`src/hdl/nle_pkg.sv`:
```
// Shared types, constants and helper functions for the name entry line editor.
package nle_pkg;

  // Field widths fixed by the edit report format.
  localparam int unsigned LEN_W  = 5;
  localparam int unsigned PROG_W = 3;
  localparam int unsigned BYTE_W = 8;

  // Default append limit and the largest length the length field can carry.
  localparam int unsigned MAX_NAME_LEN_DEFAULT = 31;
  localparam int unsigned LEN_FIELD_MAX        = 31;

  // Keyword length and the special byte values.
  localparam int unsigned       KEYWORD_LEN = 5;
  localparam logic [BYTE_W-1:0] BYTE_BS     = 8'h08;
  localparam logic [BYTE_W-1:0] BYTE_DEL    = 8'h7F;
  localparam logic [BYTE_W-1:0] PRINT_LO    = 8'd32;
  localparam logic [BYTE_W-1:0] PRINT_HI    = 8'd126;

  // Edit report kinds.
  typedef enum logic [1:0] {
    EDIT_NONE   = 2'd0,
    EDIT_APPEND = 2'd1,
    EDIT_ERASE  = 2'd2,
    EDIT_CLEAR  = 2'd3
  } edit_kind_t;

  // One edit report as held in the result register.
  typedef struct packed {
    edit_kind_t        kind;
    logic [LEN_W-1:0]  position;
    logic [BYTE_W-1:0] data;
    logic [LEN_W-1:0]  length;
  } edit_t;

  // Letters of the keyword "clear", indexed by match progress.
  function automatic logic [BYTE_W-1:0] keyword_letter(input logic [PROG_W-1:0] idx);
    logic [BYTE_W-1:0] letter;
    case (idx)
      3'd0:    letter = 8'h63;
      3'd1:    letter = 8'h6C;
      3'd2:    letter = 8'h65;
      3'd3:    letter = 8'h61;
      3'd4:    letter = 8'h72;
      default: letter = 8'h00;
    endcase
    return letter;
  endfunction

  // Effective append limit, saturated to what the length field can hold.
  function automatic logic [LEN_W-1:0] len_limit(input int unsigned max_len);
    int unsigned lim;
    lim = (max_len > LEN_FIELD_MAX) ? LEN_FIELD_MAX : max_len;
    return lim[LEN_W-1:0];
  endfunction

endpackage

```
`src/hdl/nle_step.sv`:
```
// Combinational edit logic: keyword matching, erase and append for one byte.
module nle_step #(
  parameter int unsigned MAX_NAME_LEN = nle_pkg::MAX_NAME_LEN_DEFAULT
) (
  input  logic [nle_pkg::BYTE_W-1:0] rx_byte,
  input  logic [nle_pkg::LEN_W-1:0]  length,
  input  logic [nle_pkg::PROG_W-1:0] progress,
  output nle_pkg::edit_t             edit,
  output logic [nle_pkg::LEN_W-1:0]  length_next,
  output logic [nle_pkg::PROG_W-1:0] progress_next
);
  import nle_pkg::*;

  localparam logic [LEN_W-1:0] LenLimit = len_limit(MAX_NAME_LEN);

  logic              match;
  logic [PROG_W-1:0] progress_inc;
  logic              is_erase;
  logic              is_print;

  // The byte continues the keyword only while progress is in range.
  assign match        = (progress < PROG_W'(KEYWORD_LEN)) && (rx_byte == keyword_letter(progress));
  assign progress_inc = progress + PROG_W'(1);
  assign is_erase     = (rx_byte == BYTE_BS) || (rx_byte == BYTE_DEL);
  assign is_print     = (rx_byte >= PRINT_LO) && (rx_byte <= PRINT_HI);

  // A keyword byte is swallowed; any other byte resets progress and is edited.
  always_comb begin
    edit.kind     = EDIT_NONE;
    edit.position = '0;
    edit.data     = '0;
    length_next   = length;
    progress_next = '0;
    if (match) begin
      if (progress_inc == PROG_W'(KEYWORD_LEN)) begin
        length_next = '0;
        edit.kind   = EDIT_CLEAR;
      end else begin
        progress_next = progress_inc;
      end
    end else if (is_erase) begin
      if (length != '0) begin
        length_next   = length - LEN_W'(1);
        edit.kind     = EDIT_ERASE;
        edit.position = length - LEN_W'(1);
      end
    end else if (is_print && (length < LenLimit)) begin
      length_next   = length + LEN_W'(1);
      edit.kind     = EDIT_APPEND;
      edit.position = length;
      edit.data     = rx_byte;
    end
    edit.length = length_next;
  end

endmodule

```
`src/hdl/name_entry_line_editor.sv`:
```
// Top level of the name entry line editor: input register, edit logic, result register.
//
// The editor takes one received byte per word and returns one edit report per byte,
// in order. It sustains one byte per clock cycle while the result side does not stall.
// A byte passes through the input register and then the result register before its report
// can be taken. The name length and keyword progress are updated as a byte moves from
// the input register to the result register, so consecutive bytes see each other's
// effect with no gap. The typed keyword "clear" empties the name; backspace or delete
// erases the last character; printable bytes are appended up to MAX_NAME_LEN
// (at most 31). A stall on the result side holds the result register and then the
// input register before the input is stalled.
module name_entry_line_editor #(
  parameter int unsigned MAX_NAME_LEN = nle_pkg::MAX_NAME_LEN_DEFAULT
) (
  input  logic                       clk,
  input  logic                       rst,
  input  logic                       in_valid,
  output logic                       in_stall,
  input  logic [nle_pkg::BYTE_W-1:0] rx_byte,
  output logic                       out_valid,
  input  logic                       out_stall,
  output logic [1:0]                 edit_kind,
  output logic [nle_pkg::LEN_W-1:0]  edit_position,
  output logic [nle_pkg::BYTE_W-1:0] edit_char,
  output logic [nle_pkg::LEN_W-1:0]  name_length,
  output logic                       update_screen
);
  import nle_pkg::*;

  localparam logic [LEN_W-1:0] LenLimit = len_limit(MAX_NAME_LEN);

  logic              in_full;
  logic [BYTE_W-1:0] in_byte;
  logic              advance;
  edit_t             res;
  edit_t             step_edit;
  logic [LEN_W-1:0]  length;
  logic [LEN_W-1:0]  length_next;
  logic [PROG_W-1:0] progress;
  logic [PROG_W-1:0] progress_next;

  // The result register moves on when empty or when its word is taken.
  assign advance  = !out_valid || !out_stall;
  assign in_stall = in_full && !advance;

  nle_step #(
    .MAX_NAME_LEN(MAX_NAME_LEN)
  ) u_step (
    .rx_byte      (in_byte),
    .length       (length),
    .progress     (progress),
    .edit         (step_edit),
    .length_next  (length_next),
    .progress_next(progress_next)
  );

  // Control state and editor state.
  always_ff @(posedge clk) begin
    if (rst) begin
      in_full   <= 1'b0;
      out_valid <= 1'b0;
      length    <= '0;
      progress  <= '0;
    end else begin
      if (!in_stall) begin
        in_full <= in_valid;
      end
      if (advance) begin
        out_valid <= in_full;
      end
      if (advance && in_full) begin
        length   <= length_next;
        progress <= progress_next;
      end
    end
  end

  // Payload registers.
  always_ff @(posedge clk) begin
    if (!in_stall && in_valid) begin
      in_byte <= rx_byte;
    end
    if (advance && in_full) begin
      res <= step_edit;
    end
  end

  // Result ports.
  assign edit_kind     = res.kind;
  assign edit_position = res.position;
  assign edit_char     = res.data;
  assign name_length   = res.length;
  assign update_screen = (res.kind != EDIT_NONE);

  // Keyword progress never reaches the full keyword length between bytes.
  assert property (@(posedge clk) disable iff (rst) progress < PROG_W'(KEYWORD_LEN))
    else $error("keyword progress out of range");

  // The reported length never exceeds the append limit.
  assert property (@(posedge clk) disable iff (rst) out_valid |-> name_length <= LenLimit)
    else $error("name length above limit");

  // An append grows the name by one past the written index.
  assert property (@(posedge clk) disable iff (rst)
      (out_valid && edit_kind == EDIT_APPEND) |-> name_length == edit_position + LEN_W'(1))
    else $error("append position does not match length");

  // An erase leaves the length equal to the erased index.
  assert property (@(posedge clk) disable iff (rst)
      (out_valid && edit_kind == EDIT_ERASE) |-> name_length == edit_position)
    else $error("erase position does not match length");

endmodule

```
`config.mk`:
```
export PLATFORM = sky130hd
export DESIGN_NAME = name_entry_line_editor
export DESIGN_NICKNAME = d
export VERILOG_FILES = /design/src/hdl/nle_pkg.sv /design/src/hdl/nle_step.sv /design/src/hdl/name_entry_line_editor.sv
export SDC_FILE = /design/constraint.sdc
export NUM_CORES = 1
export LEC_CHECK = 0
export BUFFER_PORTS_ARGS = -buffer_cell sky130_fd_sc_hd__buf_2
export CORE_MARGIN = 2
export CORE_UTILIZATION = 55
export DETAILED_ROUTE_END_ITERATION = 10
export PLACE_DENSITY_LB_ADDON = 0.05
export SLEW_MARGIN = 5
export SYNTH_ARGS = -nofsm -noshare
export SYNTH_HDL_FRONTEND = slang
export SYNTH_SLANG_ARGS = --single-unit
```
`constraint.sdc`:
```
create_clock -name clk -period 2.5 [get_ports clk]
set_input_delay 0.125 -clock clk [delete_from_list [all_inputs] [get_ports clk]]
set_output_delay 0.125 -clock clk [all_outputs]
set_load 0.02 [all_outputs]
```
==> results of run 1 <==
==> what timing repair did <==
| item | 4_1_cts | 5_1_grt |
|---|---|---|
| setup endpoints to repair | 0 | 4 |
| hold buffers | 8 | 0 |
| setup buffers | 0 | 0 |
| hold endpoints to repair | 8 | 0 |
| gates resized for setup | 0 | 6 |
==> how the worst max path moves through the flow <==
stage                                         from                        to  slack [ns]  cells after the start
final                     progress[0]$_SDFFE_PP0P_  progress[2]$_SDFFE_PP0P_        0.12                      8
after CTS                 progress[0]$_SDFFE_PP0P_  progress[2]$_SDFFE_PP0P_        0.12                      8
after floorplan           progress[0]$_SDFFE_PP0P_  progress[2]$_SDFFE_PP0P_        0.36                      8
after global placement    progress[0]$_SDFFE_PP0P_  progress[2]$_SDFFE_PP0P_        0.28                      8
after detailed placement  progress[0]$_SDFFE_PP0P_  progress[2]$_SDFFE_PP0P_        0.16                      8
after global routing          in_byte[4]$_DFFE_PP_  name_length[4]$_DFFE_PP_       -0.02                      6
==> registers in the layout, indices dropped and copies added, names as in the netlist <==
register and count:
in_byte 8, length 5, in_full 1, name_length 5, edit_kind 2, edit_position 5
edit_char 8, progress 3, out_valid 1
==> logic make-up after synthesis <==
family / Yosys count
AND/OR/NAND/NOR: 68
adder cells (fa/ha/maj): 10
buffers and inverters: 17
flip-flops: 38
other: 1
XOR/XNOR: 3
multiplexers: 3
AO/OA/AOI/OAI: 49
==> area by class of cell <==
class,count,area [um^2]
Sequential cell,38,1040
Fill cell,251,1030
Multi-Input combinational cell,134,898
Timing Repair Buffer,44,265
Tap cell,46,57.6
Clock buffer,7,45.0
Inverter,12,45.0
==> where the power goes <==
part	leakage, nW	internal, mW	total, mW	switching, mW
Combinational	0.561	0.0506	0.127	0.0769
Clock	0.0254	0.106	0.275	0.169
Sequential	0.352	0.704	0.723	0.0193
Total	0.939	0.861	1.13	0.265
==> critical path: stages (launching register included) <==
cell,delay [ns]
dfxtp_2,0.37
inv_1,0.10
ha_1,0.27
xnor2_2,0.15
nand4_1,0.17
a2111oi_4,0.49
nand3_2,0.14
or4_1,0.49
a21oi_1,0.16
==> stage by stage <==
stage	setup WS (ns)	total power, mW
after floorplan	0.364	0.809
final	0.119	1.13
after CTS	0.122	1.13
after global placement	0.280	0.848
after global routing	-0.0220	1.18
after detailed placement	0.161	0.852
==> routing by layer <==
layer	global-route usage, %	share of wire [%]	vias up
met4	8.15	2.5	0
met5	0	0	-
met2	32.7	47	62
li1	-	-	793
met1	28.0	45	737
met3	5.28	5.9	11
==> layout by cell type (no fill, tap or decap), types with 4 or more instances in the layout <==
cell / n
buf_2: 34
nand2_1: 12
clkbuf_4: 5
ha_1: 10
edfxtp_1: 28
dfxtp_1: 8
and3_1: 4
o2bb2ai_1: 4
a31oi_1: 4
dlygate4sd3_1: 8
nor2_1: 20
and2_1: 6
inv_1: 12
o21ai_0: 8
nand3_1: 9
a21oi_1: 14
==> impl_results.md, run 1 <==
* Run status: finished clean
* Final setup violation count at 0
* Fraction of the cycle the final worst path needs at 95.2%
* Unique masters post-synth at 43
* Rel. slew slack at 54.2%
* I/O pin count at 35
* XOR/XNOR Fraction of Synth Area at 1.33%
* Clk sinks at 38
* Sequential element share of the synthesized area at 52.5%
* Initial antenna violation count at 0
* Worst EP arrival at 2.65 ns
* PD cells at 478 nW/um^2
* Cell accounting for the most synthesized area: edfxtp_1
* Crit path required time at 2.77 ns
* DRC at 0
* Dpl hpwl at 2820 um
* Crit path kind: reg2reg
* Number of port buffers at 34
* RePlAce Congestion at 0.953
* Synth warnings at 0
* Largest net degree at the start of global routing at 25
* Largest family of logic cells by synthesized area: simple AND/OR/NAND/NOR gates
* Overflow after GRT at 0
* Worst-path clk slew at 0.10 ns
* Tightest Hold Check Type: in2reg
* Number of iterations in the first detailed-routing pass at 4
* Worst r2r src: progress[0]$_SDFFE_PP0P_
* Post-synth ARST share at 0%
* Average cell area after synthesis at 10.5 um^2
* Setup TNS at 0 ns
* Max-slew violations at 0
* GRT Util Overall at 20.9%
* Post-Syn Area at 1980 um^2
* Crit end category: flop
* Dpl cell area at 2200 um^2
* Count leader, synth: edfxtp_1
* Nets@finish at 257
* Antenna diodes at 0
* Least-Margin Pin Slew at 0.686 ns
* Initial Util at 58.5%
* Ratio of cells with drive above 1 in the final layout at 21.7%
* Simple-gate area share of the yosys netlist at 17.5%
* Reg2Reg Setup Slack at 0.12 ns
* Die Area at 4100 um^2
* Hold_sp: in_valid
* Yosys reg bits at 38
* CTS Buffer Depth at 2
* DR vias at 1,603
* Gate Count Post-Synth at 189
* Hold slack at 0.0215 ns
* Vias in the first global route at 1,462
* Reg2reg path depth at 8
* Leak at 0.939 nW
* Final antenna-violating net count at 0
* Synth-to-Final Area Change at 18.8%
* Synth area leaders: edfxtp_1 42%, dfxtp_1 10%, ha_1 6.3%
* Hold Path Sink: in_full$_SDFFE_PP0N_
* Total CTS buffers at 5
* Final clock skew at 0.0129 ns
* Detailed Route WL at 3880 um
* H-tree Lvls at 2
* Hold Fails Final Rpt at 0
* Hold Crit Depth at 3
* Die X at 64.0 um
* Max VDD drop at 0.383 mV
* Number of vias per cell at 5.70
* Synth Area in Adders at 6.31%
* Synth top area share at 42.4%
* First-pass GRT wire length at 6660 um
* Crit Path Max Fanout at 5
* Final Critical Period at 2.38 ns
* Top_reg_cell synth: edfxtp_1
* Initial drt markers at 94
* Worst R2R End: progress[2]$_SDFFE_PP0P_
* Layout Utilization at 69.5%
* Mux cell area share after synthesis at 1.52%
* CP Launch Type: flop
* Commonest cells post-synth: 28 x edfxtp_1, 20 x nor2_1, 14 x a21oi_1
* Root Driver: clkbuf_4
* Complex-gate fraction of the synthesized area at 17.4%
* CTS tree: done
* Worst-Skew Late Latency at 0.33 ns
* Routed WL per cell at 13.8 um
* Core area at 3390 um^2
* Maxcap violations at 0
* Final Cell Area at 2350 um^2
* Syn Nets at 211
* Number of synthesized flops with an enable pin at 28
* Dpl cells at 266
* Fmax at 0.420 GHz
* Die Y at 64.0 um
* Cell Count, Final, Fillers Out at 281
* Row Count at 21
No activity file was read; power rests on OpenSTA's default activity.
==> inputs of run 2 (changes only) <==
- SETUP_SLACK_MARGIN: not set -> 0.15
==> impl_results.md, run 2 (synthesized netlist as in run 1, its figures left out) <==
* Crit path max-delay cell type: a2111oi_4 (unchanged)
* H-tree Lvls at 2 (unchanged)
* Largest net degree at the start of global routing at 25 (unchanged)
* Die X at 64.0 um (unchanged)
* Maxcap violations at 0 (unchanged)
* Tightest Hold Check Type: in2reg (unchanged)
* Final antenna-violating net count at 0 (unchanged)
* Crit path kind: reg2reg (unchanged)
* Design Power at 1.13 mW (about the same)
* Vias in the first global route at 1,462 (unchanged)
* CTS tree: done (unchanged)
* Worst-Skew Late Latency at 0.34 ns (was 0.33 ns)
* Hold slack at 0.0157 ns (was 0.0215 ns)
* DR vias at 1,624 (was 1,603)
* Least-Margin Pin Slew at 0.701 ns (was 0.686 ns)
* Fraction of the cycle the final worst path needs at 92.0% (was 95.2%)
* Ratio of cells with drive above 1 in the final layout at 25.0% (was 21.7%)
* Final clock skew at 0.0129 ns (about the same)
* CP top delay family: simple AND/OR/NAND/NOR gates (unchanged)
* Fmax at 0.435 GHz (was 0.420 GHz)
* Antenna diodes at 0 (unchanged)
* First-pass GRT wire length at 6660 um (unchanged)
* Rel. slew slack at 53.1% (was 54.2%)
* Number of port buffers at 34 (unchanged)
* Setup TNS at 0 ns (unchanged)
* Die Y at 64.0 um (unchanged)
* DRC at 0 (unchanged)
* Hold_sp: in_valid (unchanged)
* Most frequent cells in the layout: 34 x buf_2, 28 x edfxtp_1, 19 x nor2_1 (was 34 x buf_2, 28 x edfxtp_1, 20 x nor2_1)
* Synth-to-Final Area Change at 20.7% (was 18.8%)
* Nets@finish at 258 (was 257)
* Crit end category: flop (unchanged)
* RePlAce Congestion at 0.953 (unchanged)
* GRT Util Overall at 20.9% (unchanged)
* Largest stage delay on the critical path at 0.49 ns (about the same)
* RSZ-0062 raised after global routing: false
* Critical path buffer and inverter count at 1 (unchanged)
* Run status: finished clean (unchanged)
* Met3 Use GR at 5.28% (unchanged)
* Reg2Reg Setup Slack at 0.20 ns (was 0.12 ns)
* Commonest non-fill, non-tap cell in the layout: buf_2 (unchanged)
* Worst r2r src: progress[0]$_SDFFE_PP0P_ (unchanged)
* CP Launch Type: flop (unchanged)
* Leak at 0.944 nW (was 0.939 nW)
* Total CTS buffers at 5 (unchanged)
* I/O pin count at 35 (unchanged)
* Hold Fails Final Rpt at 0 (unchanged)
* Routed WL per cell at 14.5 um (was 13.8 um)
* Detailed Route WL at 4080 um (was 3880 um)
* Initial antenna violation count at 0 (unchanged)
* Initial Util at 58.5% (unchanged)
* Final Critical Period at 2.30 ns (was 2.38 ns)
* Max VDD drop at 0.384 mV (was 0.383 mV)
* M1 GR Usage at 28.0% (unchanged)
* Number of vias per cell at 5.76 (was 5.70)
* Worst EP arrival at 2.58 ns (was 2.65 ns)
* CP Cell Sequence: inv_2, ha_1, nor2_2, o21ai_1, a2111oi_4, nand3_2, or4_1, a21oi_1 (was inv_1, ha_1, xnor2_2, nand4_1, a2111oi_4, nand3_2, or4_1, a21oi_1)
* Final setup violation count at 0 (unchanged)
* Initial drt markers at 148 (was 94)
* Die Area at 4100 um^2 (unchanged)
* Clk sinks at 38 (unchanged)
* Number of iterations in the first detailed-routing pass at 5 (was 4)
* Overflow after GRT at 0 (unchanged)
* Dpl hpwl at 2820 um (unchanged)
* Crit path required time at 2.78 ns (was 2.77 ns)
* PD cells at 473 nW/um^2 (was 478 nW/um^2)
* Cell Count, Final, Fillers Out at 282 (was 281)
* Root Driver: clkbuf_4 (unchanged)
* CTS Buffer Depth at 2 (unchanged)
* Met2 usage at 32.7% (unchanged)
* Max-slew violations at 0 (unchanged)
* Row Count at 21 (unchanged)
* Setup crit start: progress[0]$_SDFFE_PP0P_ (unchanged)
* Dpl cells at 266 (unchanged)
* Crit Path Max Fanout at 5 (unchanged)
* Worst-path clk slew at 0.10 ns (about the same)
* Core area at 3390 um^2 (unchanged)
* Grt peak-use layer: met2 (unchanged)
* Layout Utilization at 70.6% (was 69.5%)
## run 2: routing by layer
metal / wire length, um / part of all wire [%]
met5: 0 / 0
met4: 134 / 3.3
met3: 333 / 8.2
met2: 1950 / 48
met1: 1670 / 41
## run 2: repair_timing
action / CTS / global route
endpoints found under the setup margin: 1 / 19
buffers inserted: 0 / 1
pin swaps: 2 / 2
hold buffers: 8 / 0
resized for setup: 3 / 14
cloned: 0 / 0
hold endpoints to repair: 8 / 0
## run 2: per-stage QoR
step                setup WS, ns  area (um^2)
CTS                        0.164         2330
floorplan                  0.364         1980
global route               0.113         2390
detailed placement         0.161         2200
finish                     0.199         2390
global placement           0.280         2200
## run 2: worst register-to-register path: stages, from the launching register on
cell and delay, ns:
dfxtp_2 0.38, inv_2 0.08, ha_1 0.25, nor2_2 0.15, o21ai_1 0.10, a2111oi_4 0.49, nand3_2 0.14, or4_1 0.49
a21oi_1 0.16
## run 2: worst paths after layout
path	endpoint	cells after the start
max	progress[2]$_SDFFE_PP0P_	8
min	in_full$_SDFFE_PP0N_	3
max reg2reg	progress[2]$_SDFFE_PP0P_	8
min reg2reg	out_valid$_SDFFE_PP0N_	2
## run 2: layout make-up
class / instances / area, um^2
Sequential cell: 38 / 1040
Fill cell: 247 / 997
Multi-Input combinational cell: 134 / 928
Timing Repair Buffer: 45 / 273
Tap cell: 46 / 57.6
Clock buffer: 7 / 45.0
Inverter: 12 / 45.0
## run 2: where the power goes
part / internal [mW] / total [mW] / switching (mW)
registers: 0.704 / 0.724 / 0.0196
logic: 0.0523 / 0.131 / 0.0785
clock network: 0.106 / 0.278 / 0.172
